==> config.mk <==
export PLATFORM = sky130hd
export DESIGN_NAME = pulse_peak_finder_top
export DESIGN_NICKNAME = d
export VERILOG_FILES = /design/src/rtl/ppf_pkg.sv /design/src/rtl/pulse_peak_finder_top.sv /design/src/rtl/ppf_core.sv /design/src/rtl/ppf_oq.sv
export SDC_FILE = /design/constraint.sdc
export NUM_CORES = 2
export LEC_CHECK = 0
export ABC_AREA = 1
export BUFFER_PORTS_ARGS = -buffer_cell sky130_fd_sc_hd__buf_4
export CAP_MARGIN = 25
export CELL_PAD_IN_SITES_DETAIL_PLACEMENT = 0
export CELL_PAD_IN_SITES_GLOBAL_PLACEMENT = 1
export CORE_ASPECT_RATIO = 1.4
export CORE_UTILIZATION = 45
export CTS_CLUSTER_DIAMETER = 200
export DETAILED_ROUTE_END_ITERATION = 8
export PLACE_DENSITY = 0.85
export RECOVER_POWER = 25
export SETUP_SLACK_MARGIN = 0.4
export SLEW_MARGIN = 20
export SYNTH_ARGS = -nofsm -noshare
export SYNTH_HDL_FRONTEND = slang
export SYNTH_SLANG_ARGS = --single-unit
==> constraint.sdc <==
create_clock -name i_clk -period 14 [get_ports i_clk]
set_clock_uncertainty 0.15 [all_clocks]
set_input_delay 2.1 -clock i_clk [delete_from_list [all_inputs] [get_ports i_clk]]
set_output_delay 2.1 -clock i_clk [all_outputs]
set_load 0.01 [all_outputs]
==> src/rtl/ppf_pkg.sv <==
// package with record types, register indexes and fixed widths of the pulse peak finder
`timescale 1ns / 1ps

package ppf_pkg;

    // configuration port
    localparam int CFG_IDX_W  = 2;
    localparam int CFG_DATA_W = 32;

    localparam logic [CFG_IDX_W-1:0] CFG_BASELINE  = 2'd0;
    localparam logic [CFG_IDX_W-1:0] CFG_PEAK_THR  = 2'd1;
    localparam logic [CFG_IDX_W-1:0] CFG_EDGE_THR  = 2'd2;
    localparam logic [CFG_IDX_W-1:0] CFG_MIN_WIDTH = 2'd3;

    localparam int LEVEL_W = 16;
    localparam int THR_W   = 16;
    localparam int MINW_W  = 32;

    localparam logic signed [LEVEL_W-1:0] BASELINE_RST  = 16'sd0;
    localparam logic [THR_W-1:0]          THR_RST       = 16'd0;
    localparam logic [MINW_W-1:0]         MIN_WIDTH_RST = 32'd15;

    // result record fields
    localparam int KIND_W      = 2;
    localparam int OUT_NUM_W   = 16;
    localparam int OUT_TIME_W  = 32;
    localparam int OUT_VAL_W   = 16;
    localparam int OUT_WIDTH_W = 32;
    localparam int OUT_HGT_W   = 16;
    localparam int OUT_TDATA_W = OUT_NUM_W + OUT_TIME_W + OUT_VAL_W + OUT_WIDTH_W + OUT_HGT_W;

    localparam logic [OUT_HGT_W-1:0] HEIGHT_MAX = 16'hFFFF;

    typedef enum logic [KIND_W-1:0] {
        KIND_PEAK    = 2'd0,
        KIND_NONE    = 2'd1,
        KIND_SUMMARY = 2'd2
    } t_kind;

    typedef struct packed {
        t_kind                         kind;
        logic [OUT_NUM_W-1:0]          peak_number;
        logic [OUT_TIME_W-1:0]         peak_time;
        logic signed [OUT_VAL_W-1:0]   peak_value;
        logic [OUT_WIDTH_W-1:0]        pulse_width;
        logic [OUT_HGT_W-1:0]          height;
        logic                          last;
    } t_rec;

    // up to two records caused by one sample, first in r0
    typedef struct packed {
        logic v0;
        logic v1;
        t_rec r0;
        t_rec r1;
    } t_res_pair;

    // output queue
    localparam int OQ_DEPTH = 4;
    localparam int OQ_PTR_W = 2;
    localparam int OQ_CNT_W = 3;

endpackage

==> src/rtl/pulse_peak_finder_top.sv <==
// records pass through a four-entry queue, written as their sample is taken, offered in order
// throughput: one sample per cycle unless tready is low; records leave one per cycle when taken
// an end-of-waveform sample can make two records, so tready falls while the queue holds three
// or more records
// reset: synchronous active-low i_rst_n clears waveform state and queue, registers to defaults
`timescale 1ns / 1ps

module pulse_peak_finder_top #(
    parameter int SAMPLE_BITS = 16,
    parameter int TIME_BITS   = 32,
    parameter int COUNT_BITS  = 16,
    parameter int IN_TDATA_W  = ((SAMPLE_BITS + TIME_BITS + 7) / 8) * 8
) (
    input  logic                              i_clk,
    input  logic                              i_rst_n,
    input  logic                              i_cfg_wr_en,
    input  logic [ppf_pkg::CFG_IDX_W-1:0]     i_cfg_idx,
    input  logic [ppf_pkg::CFG_DATA_W-1:0]    i_cfg_wr_data,
    input  logic                              i_s_tvalid,
    output logic                              o_s_tready,
    // sample_value, sample_time
    input  logic [IN_TDATA_W-1:0]             i_s_tdata,
    // end_of_waveform
    input  logic                              i_s_tlast,
    output logic                              o_m_tvalid,
    input  logic                              i_m_tready,
    // peak_number, peak_time, peak_value, pulse_width, height above baseline
    output logic [ppf_pkg::OUT_TDATA_W-1:0]   o_m_tdata,
    // record_kind
    output logic [ppf_pkg::KIND_W-1:0]        o_m_tuser,
    // last_of_run
    output logic                              o_m_tlast
);
    import ppf_pkg::*;

    logic      accept;
    t_res_pair res;
    t_rec      rec;

    assign accept = i_s_tvalid & o_s_tready;

    ppf_core #(
        .SAMPLE_BITS (SAMPLE_BITS),
        .TIME_BITS   (TIME_BITS),
        .COUNT_BITS  (COUNT_BITS)
    ) u_core (
        .i_clk             (i_clk),
        .i_rst_n           (i_rst_n),
        .i_cfg_wr_en       (i_cfg_wr_en),
        .i_cfg_idx         (i_cfg_idx),
        .i_cfg_wr_data     (i_cfg_wr_data),
        .i_accept          (accept),
        .i_sample_value    ($signed(i_s_tdata[SAMPLE_BITS-1:0])),
        .i_sample_time     (i_s_tdata[SAMPLE_BITS +: TIME_BITS]),
        .i_end_of_waveform (i_s_tlast),
        .o_res             (res)
    );

    ppf_oq u_oq (
        .i_clk       (i_clk),
        .i_rst_n     (i_rst_n),
        .i_push      (accept),
        .i_res       (res),
        .o_ready     (o_s_tready),
        .o_valid     (o_m_tvalid),
        .i_pop_ready (i_m_tready),
        .o_rec       (rec)
    );

    assign o_m_tdata = {rec.height, rec.pulse_width, rec.peak_value,
                        rec.peak_time, rec.peak_number};
    assign o_m_tuser = rec.kind;
    assign o_m_tlast = rec.last;

endmodule

==> src/rtl/ppf_core.sv <==
// pulse detection core: configuration registers, per-waveform state and record forming
`timescale 1ns / 1ps

module ppf_core #(
    parameter int SAMPLE_BITS = 16,
    parameter int TIME_BITS   = 32,
    parameter int COUNT_BITS  = 16
) (
    input  logic                             i_clk,
    input  logic                             i_rst_n,
    input  logic                             i_cfg_wr_en,
    input  logic [ppf_pkg::CFG_IDX_W-1:0]    i_cfg_idx,
    input  logic [ppf_pkg::CFG_DATA_W-1:0]   i_cfg_wr_data,
    input  logic                             i_accept,
    input  logic signed [SAMPLE_BITS-1:0]    i_sample_value,
    input  logic [TIME_BITS-1:0]             i_sample_time,
    input  logic                             i_end_of_waveform,
    output ppf_pkg::t_res_pair               o_res
);
    import ppf_pkg::*;

    localparam int W     = (SAMPLE_BITS > LEVEL_W) ? SAMPLE_BITS : LEVEL_W;
    localparam int DEV_W = W + 1;
    localparam int TW    = (TIME_BITS > MINW_W) ? TIME_BITS : MINW_W;

    function automatic logic [DEV_W-1:0] dev(input logic signed [W-1:0] v,
                                             input logic signed [LEVEL_W-1:0] base);
        logic signed [DEV_W-1:0] d;
        d = DEV_W'(v) - DEV_W'(base);
        return d[DEV_W-1] ? $unsigned(-d) : $unsigned(d);
    endfunction

    // configuration
    logic signed [LEVEL_W-1:0] r_baseline;
    logic [THR_W-1:0]          r_peak_thr;
    logic [THR_W-1:0]          r_edge_thr;
    logic [MINW_W-1:0]         r_min_width;

    always_ff @(posedge i_clk) begin
        if (!i_rst_n) begin
            r_baseline  <= BASELINE_RST;
            r_peak_thr  <= THR_RST;
            r_edge_thr  <= THR_RST;
            r_min_width <= MIN_WIDTH_RST;
        end else if (i_cfg_wr_en) begin
            case (i_cfg_idx)
                CFG_BASELINE:  r_baseline  <= $signed(i_cfg_wr_data[LEVEL_W-1:0]);
                CFG_PEAK_THR:  r_peak_thr  <= i_cfg_wr_data[THR_W-1:0];
                CFG_EDGE_THR:  r_edge_thr  <= i_cfg_wr_data[THR_W-1:0];
                CFG_MIN_WIDTH: r_min_width <= i_cfg_wr_data[MINW_W-1:0];
                default: ;
            endcase
        end
    end

    // per-waveform state
    logic signed [SAMPLE_BITS-1:0] r_prev_value, n_prev_value;
    logic [TIME_BITS-1:0]          r_prev_time, n_prev_time;
    logic                          r_first, n_first;
    logic                          r_in_pulse, n_in_pulse;
    logic [TIME_BITS-1:0]          r_start, n_start;
    logic signed [W-1:0]           r_run_max, n_run_max;
    logic signed [SAMPLE_BITS-1:0] r_cap_val, n_cap_val;
    logic [TIME_BITS-1:0]          r_cap_time, n_cap_time;
    logic [TIME_BITS-1:0]          r_width, n_width;
    logic [OUT_HGT_W-1:0]          r_height, n_height;
    logic [COUNT_BITS-1:0]         r_count, n_count;
    logic                          r_any, n_any;

    logic signed [SAMPLE_BITS-1:0] ylag;
    logic [TIME_BITS-1:0]          xlag;
    logic [DEV_W-1:0]              dy, dlag, dmax, h_full;
    logic [DEV_W-1:0]              edge_thr, peak_thr;
    logic                          pulse_open, pulse_close, candidate, emit_peak;
    logic                          in_pulse_mid, any_mid;
    logic [TIME_BITS-1:0]          start_mid, cap_time_mid, width_raw, width_mid;
    logic signed [W-1:0]           run_max_mid;
    logic signed [SAMPLE_BITS-1:0] cap_val_mid;
    logic [OUT_HGT_W-1:0]          height_sat, height_mid;
    logic [COUNT_BITS-1:0]         count_mid;
    t_rec                          peak_rec, none_rec, sum_rec;

    always_comb begin
        // first sample of a waveform is its own predecessor
        ylag = r_first ? i_sample_value : r_prev_value;
        xlag = r_first ? i_sample_time  : r_prev_time;

        dy       = dev(W'(i_sample_value), r_baseline);
        dlag     = dev(W'(ylag), r_baseline);
        dmax     = dev(r_run_max, r_baseline);
        edge_thr = DEV_W'(r_edge_thr);
        peak_thr = DEV_W'(r_peak_thr);

        pulse_open   = (dlag < edge_thr) && !r_in_pulse && (dy > edge_thr);
        in_pulse_mid = r_in_pulse | pulse_open;
        start_mid    = pulse_open ? i_sample_time : r_start;

        candidate    = (dy > peak_thr) && (dlag > dmax);
        run_max_mid  = candidate ? W'(ylag) : r_run_max;
        cap_val_mid  = (candidate && (dy < dlag)) ? ylag : r_cap_val;
        cap_time_mid = (candidate && (dy < dlag)) ? xlag : r_cap_time;

        pulse_close = (dlag > edge_thr) && (dy < edge_thr) && in_pulse_mid;
        // time running backwards gives zero width
        width_raw   = (xlag >= start_mid) ? (xlag - start_mid) : '0;
        emit_peak   = pulse_close && (width_raw != '0) &&
                      (TW'(width_raw) > TW'(r_min_width)) && (cap_val_mid != '0);

        h_full     = dev(W'(cap_val_mid), r_baseline);
        height_sat = (h_full > DEV_W'(HEIGHT_MAX)) ? HEIGHT_MAX : h_full[OUT_HGT_W-1:0];

        width_mid  = pulse_close ? width_raw : r_width;
        height_mid = emit_peak ? height_sat : r_height;
        count_mid  = emit_peak ? (r_count + COUNT_BITS'(1)) : r_count;
        any_mid    = r_any | emit_peak;
    end

    always_comb begin
        peak_rec.kind        = KIND_PEAK;
        peak_rec.peak_number = OUT_NUM_W'(count_mid);
        peak_rec.peak_time   = OUT_TIME_W'(cap_time_mid);
        peak_rec.peak_value  = OUT_VAL_W'(cap_val_mid);
        peak_rec.pulse_width = OUT_WIDTH_W'(width_mid);
        peak_rec.height      = height_mid;
        peak_rec.last        = 1'b0;

        none_rec      = peak_rec;
        none_rec.kind = KIND_NONE;

        sum_rec.kind        = KIND_SUMMARY;
        sum_rec.peak_number = OUT_NUM_W'(count_mid);
        sum_rec.peak_time   = '0;
        sum_rec.peak_value  = '0;
        sum_rec.pulse_width = '0;
        sum_rec.height      = '0;
        sum_rec.last        = 1'b1;

        o_res.v0 = emit_peak | i_end_of_waveform;
        o_res.v1 = i_end_of_waveform & (emit_peak | !any_mid);
        if (emit_peak) begin
            o_res.r0 = peak_rec;
        end else if (!any_mid) begin
            o_res.r0 = none_rec;
        end else begin
            o_res.r0 = sum_rec;
        end
        o_res.r0.last = !o_res.v1;
        o_res.r1      = sum_rec;
    end

    always_comb begin
        n_prev_value = r_prev_value;
        n_prev_time  = r_prev_time;
        n_first      = r_first;
        n_in_pulse   = r_in_pulse;
        n_start      = r_start;
        n_run_max    = r_run_max;
        n_cap_val    = r_cap_val;
        n_cap_time   = r_cap_time;
        n_width      = r_width;
        n_height     = r_height;
        n_count      = r_count;
        n_any        = r_any;
        if (i_accept) begin
            if (i_end_of_waveform) begin
                n_prev_value = '0;
                n_prev_time  = '0;
                n_first      = 1'b1;
                n_in_pulse   = 1'b0;
                n_start      = '0;
                n_run_max    = W'(r_baseline);
                n_cap_val    = '0;
                n_cap_time   = '0;
                n_width      = '0;
                n_height     = '0;
                n_count      = '0;
                n_any        = 1'b0;
            end else begin
                n_prev_value = i_sample_value;
                n_prev_time  = i_sample_time;
                n_first      = 1'b0;
                n_in_pulse   = pulse_close ? 1'b0 : in_pulse_mid;
                n_start      = start_mid;
                n_run_max    = pulse_close ? W'(r_baseline) : run_max_mid;
                n_cap_val    = cap_val_mid;
                n_cap_time   = cap_time_mid;
                n_width      = width_mid;
                n_height     = height_mid;
                n_count      = count_mid;
                n_any        = any_mid;
            end
        end
    end

    always_ff @(posedge i_clk) begin
        if (!i_rst_n) begin
            r_prev_value <= '0;
            r_prev_time  <= '0;
            r_first      <= 1'b1;
            r_in_pulse   <= 1'b0;
            r_start      <= '0;
            r_run_max    <= W'(BASELINE_RST);
            r_cap_val    <= '0;
            r_cap_time   <= '0;
            r_width      <= '0;
            r_height     <= '0;
            r_count      <= '0;
            r_any        <= 1'b0;
        end else begin
            r_prev_value <= n_prev_value;
            r_prev_time  <= n_prev_time;
            r_first      <= n_first;
            r_in_pulse   <= n_in_pulse;
            r_start      <= n_start;
            r_run_max    <= n_run_max;
            r_cap_val    <= n_cap_val;
            r_cap_time   <= n_cap_time;
            r_width      <= n_width;
            r_height     <= n_height;
            r_count      <= n_count;
            r_any        <= n_any;
        end
    end

endmodule

==> src/rtl/ppf_oq.sv <==
// output record queue: takes up to two records a cycle, hands out one
`timescale 1ns / 1ps

module ppf_oq (
    input  logic               i_clk,
    input  logic               i_rst_n,
    input  logic               i_push,
    input  ppf_pkg::t_res_pair i_res,
    output logic               o_ready,
    output logic               o_valid,
    input  logic               i_pop_ready,
    output ppf_pkg::t_rec      o_rec
);
    import ppf_pkg::*;

    t_rec                r_mem [OQ_DEPTH];
    logic [OQ_PTR_W-1:0] r_wr_ptr, n_wr_ptr;
    logic [OQ_PTR_W-1:0] r_rd_ptr, n_rd_ptr;
    logic [OQ_CNT_W-1:0] r_count, n_count;
    logic [OQ_CNT_W-1:0] push_n;
    logic                pop;

    always_comb begin
        push_n   = i_push ? (OQ_CNT_W'(i_res.v0) + OQ_CNT_W'(i_res.v1)) : '0;
        pop      = (r_count != '0) && i_pop_ready;
        n_wr_ptr = r_wr_ptr + OQ_PTR_W'(push_n);
        n_rd_ptr = r_rd_ptr + OQ_PTR_W'(pop);
        n_count  = r_count + push_n - OQ_CNT_W'(pop);
    end

    // room for the two records an end-of-waveform sample can make
    assign o_ready = r_count <= OQ_CNT_W'(OQ_DEPTH - 2);
    assign o_valid = r_count != '0;
    assign o_rec   = r_mem[r_rd_ptr];

    always_ff @(posedge i_clk) begin
        if (i_push && i_res.v0) begin
            r_mem[r_wr_ptr] <= i_res.r0;
        end
        if (i_push && i_res.v1) begin
            r_mem[r_wr_ptr + OQ_PTR_W'(1)] <= i_res.r1;
        end
    end

    always_ff @(posedge i_clk) begin
        if (!i_rst_n) begin
            r_wr_ptr <= '0;
            r_rd_ptr <= '0;
            r_count  <= '0;
        end else begin
            r_wr_ptr <= n_wr_ptr;
            r_rd_ptr <= n_rd_ptr;
            r_count  <= n_count;
        end
    end

endmodule

==> reports/qor.csv <==
stage,metric,value,unit
routing,dr_total_vias,41100,
timing,setup_violations,0,
die,die_y,369,µm
grt,grt_use_total,29.4,%
grt,gr-max-usage-layer,met2,
timing,fmax,79.1,MHz
die,die_x,264,µm
critical_path,path_buf_inv,11,
clocking,path_clk_slew,0.06,ns
finish,layout-drive-gt1-share,6.96,%
clocking,root_buffer,clkbuf_16,
die,core-area,0.0954,mm²
synth,syn-num-nets,6725,
synth,synth_cell_types,61,
clocking,post_cts_buffers,0,
min_path,min_path_cells,2,
routing,drc,0,
grt,met3_usage,3.01,%
synth,synth_warnings,0,
critical_path,max_stage_delay,0.44,ns
grt,grtUsageMet1,35.8,%
synth,ys_seq_area_share,36.5,%
clocking,clk_latency,0.68,ns
critical_path,crit_family,simple AND/OR/NAND/NOR gates,
timing,relSlewSlack,-152,%
routing,drt_iter0_drc,3321,
timing,period_share,90.3,%
synth,avgSynthCellArea,6.77,µm²
grt,grt_max_degree,196,
timing,tightest_slew,3.79,ns
die,core.rowCount,134,
placed_design,port_buffers,204,
clocking,cts_made_buffers,81,
min_path,min_to,u_oq.r_mem[1][0],
synth,synth-seq-cells,758,
clocking,cts_tree,built,
finish,fin_nets,6718,
min_path,min_path_type,flop to flop,
critical_path,startpoint_type,input pin,
timing,fin_crit,12.64,ns
critical_path,required,14.41,ns
grt,grt_pass1_vias,37900,
critical_path,slowest_stage,fa_1,
synth,synth_ff_type,dfxtp_1,
synth,netlist_area,0.0434,mm²
placed_design,place_congestion,1.01,
grt,use_met2,50.2,%
routing,viasPerCell,5.35,
synth,syn_inst,6412,
finish,syn2layout_area_growth,9.93,%
min_path,hp-start,u_oq.r_mem[1][0],
timing,slew_violations,571,
critical_path,crit_path_max_fanout,160,
status,violations,"capacitance limit, slew limit",
routing,wl_per_cell,19.2,µm
run,max_cap_violations,8,
clocking,htree_levels,3,
critical_path,timing.rr.start,u_core.r_first,
clocking,cts_num_sinks,758,
timing,rsz0062_at_grt,false,
routing,finalWirelength,147,mm
routing,firstDrtPassIters,5,
critical_path,reg2reg_slack,1.79,ns
placed_design,dp_hpwl,104,mm
synth,synthArstFlopShare,0,%
timing,fin_tns_setup,0,ns
clocking,cts_buffer_depth,3,
die,start_util,45.5,%
timing,finalHoldViolCount,0,
critical_path,worstReg2RegEnd,u_oq.r_mem[2][57],
status,status,"complete, but fails checks",
grt,grt-ovfl-total,0,
critical_path,cp_common_cell,nand2_1,
critical_path,critPathKind,input pin to flop,
routing,ant_nets,0,
grt,antenna_found_initial,1,
grt,grt_pass1_wl,222,mm
critical_path,cp-end-kind,flop,
critical_path,worstRegToRegCells,56,
critical_path,worstPathArrival,13.04,ns
die,ioPinCount,205,
die,dieArea,0.0977,mm²
finish,n_antenna_cell,0,
synth,synth-edff-count,64,
==> worst register-to-register path: cells and delay by family, from the launching register on <==
kind,cells,cell delay (ns)
flops,1,0.83
compound gates,10,2.06
fa+ha+maj,5,1.37
simple gates,27,4.56
buf+inv,11,2.23
xor+xnor,2,0.46
mux,1,0.45
==> kinds of logic after synthesis <==
family,after synthesis,synth area share [%]
AND/OR/NAND/NOR,2654,25.7
XOR/XNOR,124,2.50
multiplexers,15,0.349
flip-flops,758,36.5
buffers and inverters,1133,10.5
adder cells (fa/ha/maj),225,6.59
AO/OA/AOI/OAI,1503,17.9
==> cell type report <==
type / instances / area [µm²]
fillers: 9860 / 47700
multi-input cells: 4521 / 23100
flip-flops and latches: 758 / 15800
inverters: 781 / 2940
clock buffers: 119 / 2350
repair buffers: 262 / 1710
well taps: 1224 / 1530
clock inverters: 29 / 285
==> cells in the mapped netlist (all sizes together) (41+ instances only) <==
cell,count,area (µm²)
a21oi,559,2810
buf,127,792
clkbuf,225,845
dfxtp,694,13900
edfxtp,64,1920
ha,219,2740
inv,778,2920
nand2,1371,5240
nand3,315,1640
nand4,60,397
nor2,733,2780
nor3,41,210
o21ai,836,4200
or2,100,626
xor2,93,815
==> cells in the final DEF (no fill, tap or decap), drive strengths merged, types with 16 or more instances in the layout <==
cell type / n
inv: 780
clkbuf: 227
o22ai: 25
clkinv: 24
xor2: 93
edfxtp: 64
nand2: 1371
o21ai: 836
buf: 154
a21oi: 559
nand4: 60
nand3b: 16
dfxtp: 694
nand3: 315
a31oi: 25
xnor2: 31
or2: 100
nor3: 41
nor2: 733
ha: 219
==> sequential cells by signal, indices dropped and copies added (netlist names), 16 cells and up <==
name and count:
u_core.r_peak_thr 16, u_core.r_prev_value 16, u_core.r_height 16, u_core.r_edge_thr 16, u_core.r_cap_time 32, u_core.r_min_width 32
u_core.r_run_max 16, u_core.r_cap_val 16, u_core.r_count 16, u_oq.r_mem 460, u_core.r_prev_time 32, u_core.r_width 32
u_core.r_baseline 16, u_core.r_start 32
==> stage by stage <==
| stage | hold slack (ns) | utilization (%) | area (µm²) | instances | worst slack [ns] |
|---|---|---|---|---|---|
| floorplan | 0.274 | - | 43400 | 6412 | 2.90 |
| global placement | 0.287 | 47.6 | 45400 | 7544 | 1.12 |
| detailed placement | 0.289 | 47.6 | 45400 | 7544 | 0.856 |
| CTS | 0.304 | 50.4 | 48100 | 7692 | 1.58 |
| global route | 0.319 | 50.0 | 47700 | 7694 | 0.449 |
| finish | 0.304 | 50.0 | 47700 | 7694 | 1.36 |
==> worst max-delay path by stage <==
stage / slack, ns / endpoint / cells past startpoint / start
floorplan: 2.90 / u_oq.r_count[2] / 64 / i_s_tdata[0]
finish: 1.36 / u_oq.r_mem[2][57] / 55 / i_s_tdata[0]
global route: 0.45 / u_oq.r_mem[2][58] / 55 / i_s_tdata[0]
detailed placement: 0.86 / u_oq.r_mem[2][106] / 57 / i_s_tdata[0]
CTS: 1.58 / u_oq.r_mem[2][103] / 57 / i_s_tdata[0]
global placement: 1.12 / u_oq.r_mem[2][109] / 57 / i_s_tdata[0]
==> per-layer routing <==
metal | up-vias | part of all wire, %
met5 | - | 0.0061
met3 | 318 | 4.4
met4 | 2 | 6.3
met1 | 19000 | 41
li1 | 20700 | -
met2 | 1121 | 48
==> repair_timing <==
| action | 4_1_cts | 5_1_grt |
|---|---|---|
| setup endpoints to repair | 0 | 25 |
| resized for setup | 0 | 1 |
| hold endpoints to repair | 0 | 0 |
| hold buffers | 0 | 0 |
Power is left out: the tool's default activity adds up to more than one toggle a clock period on the data nets, which glitch-free logic cannot reach.
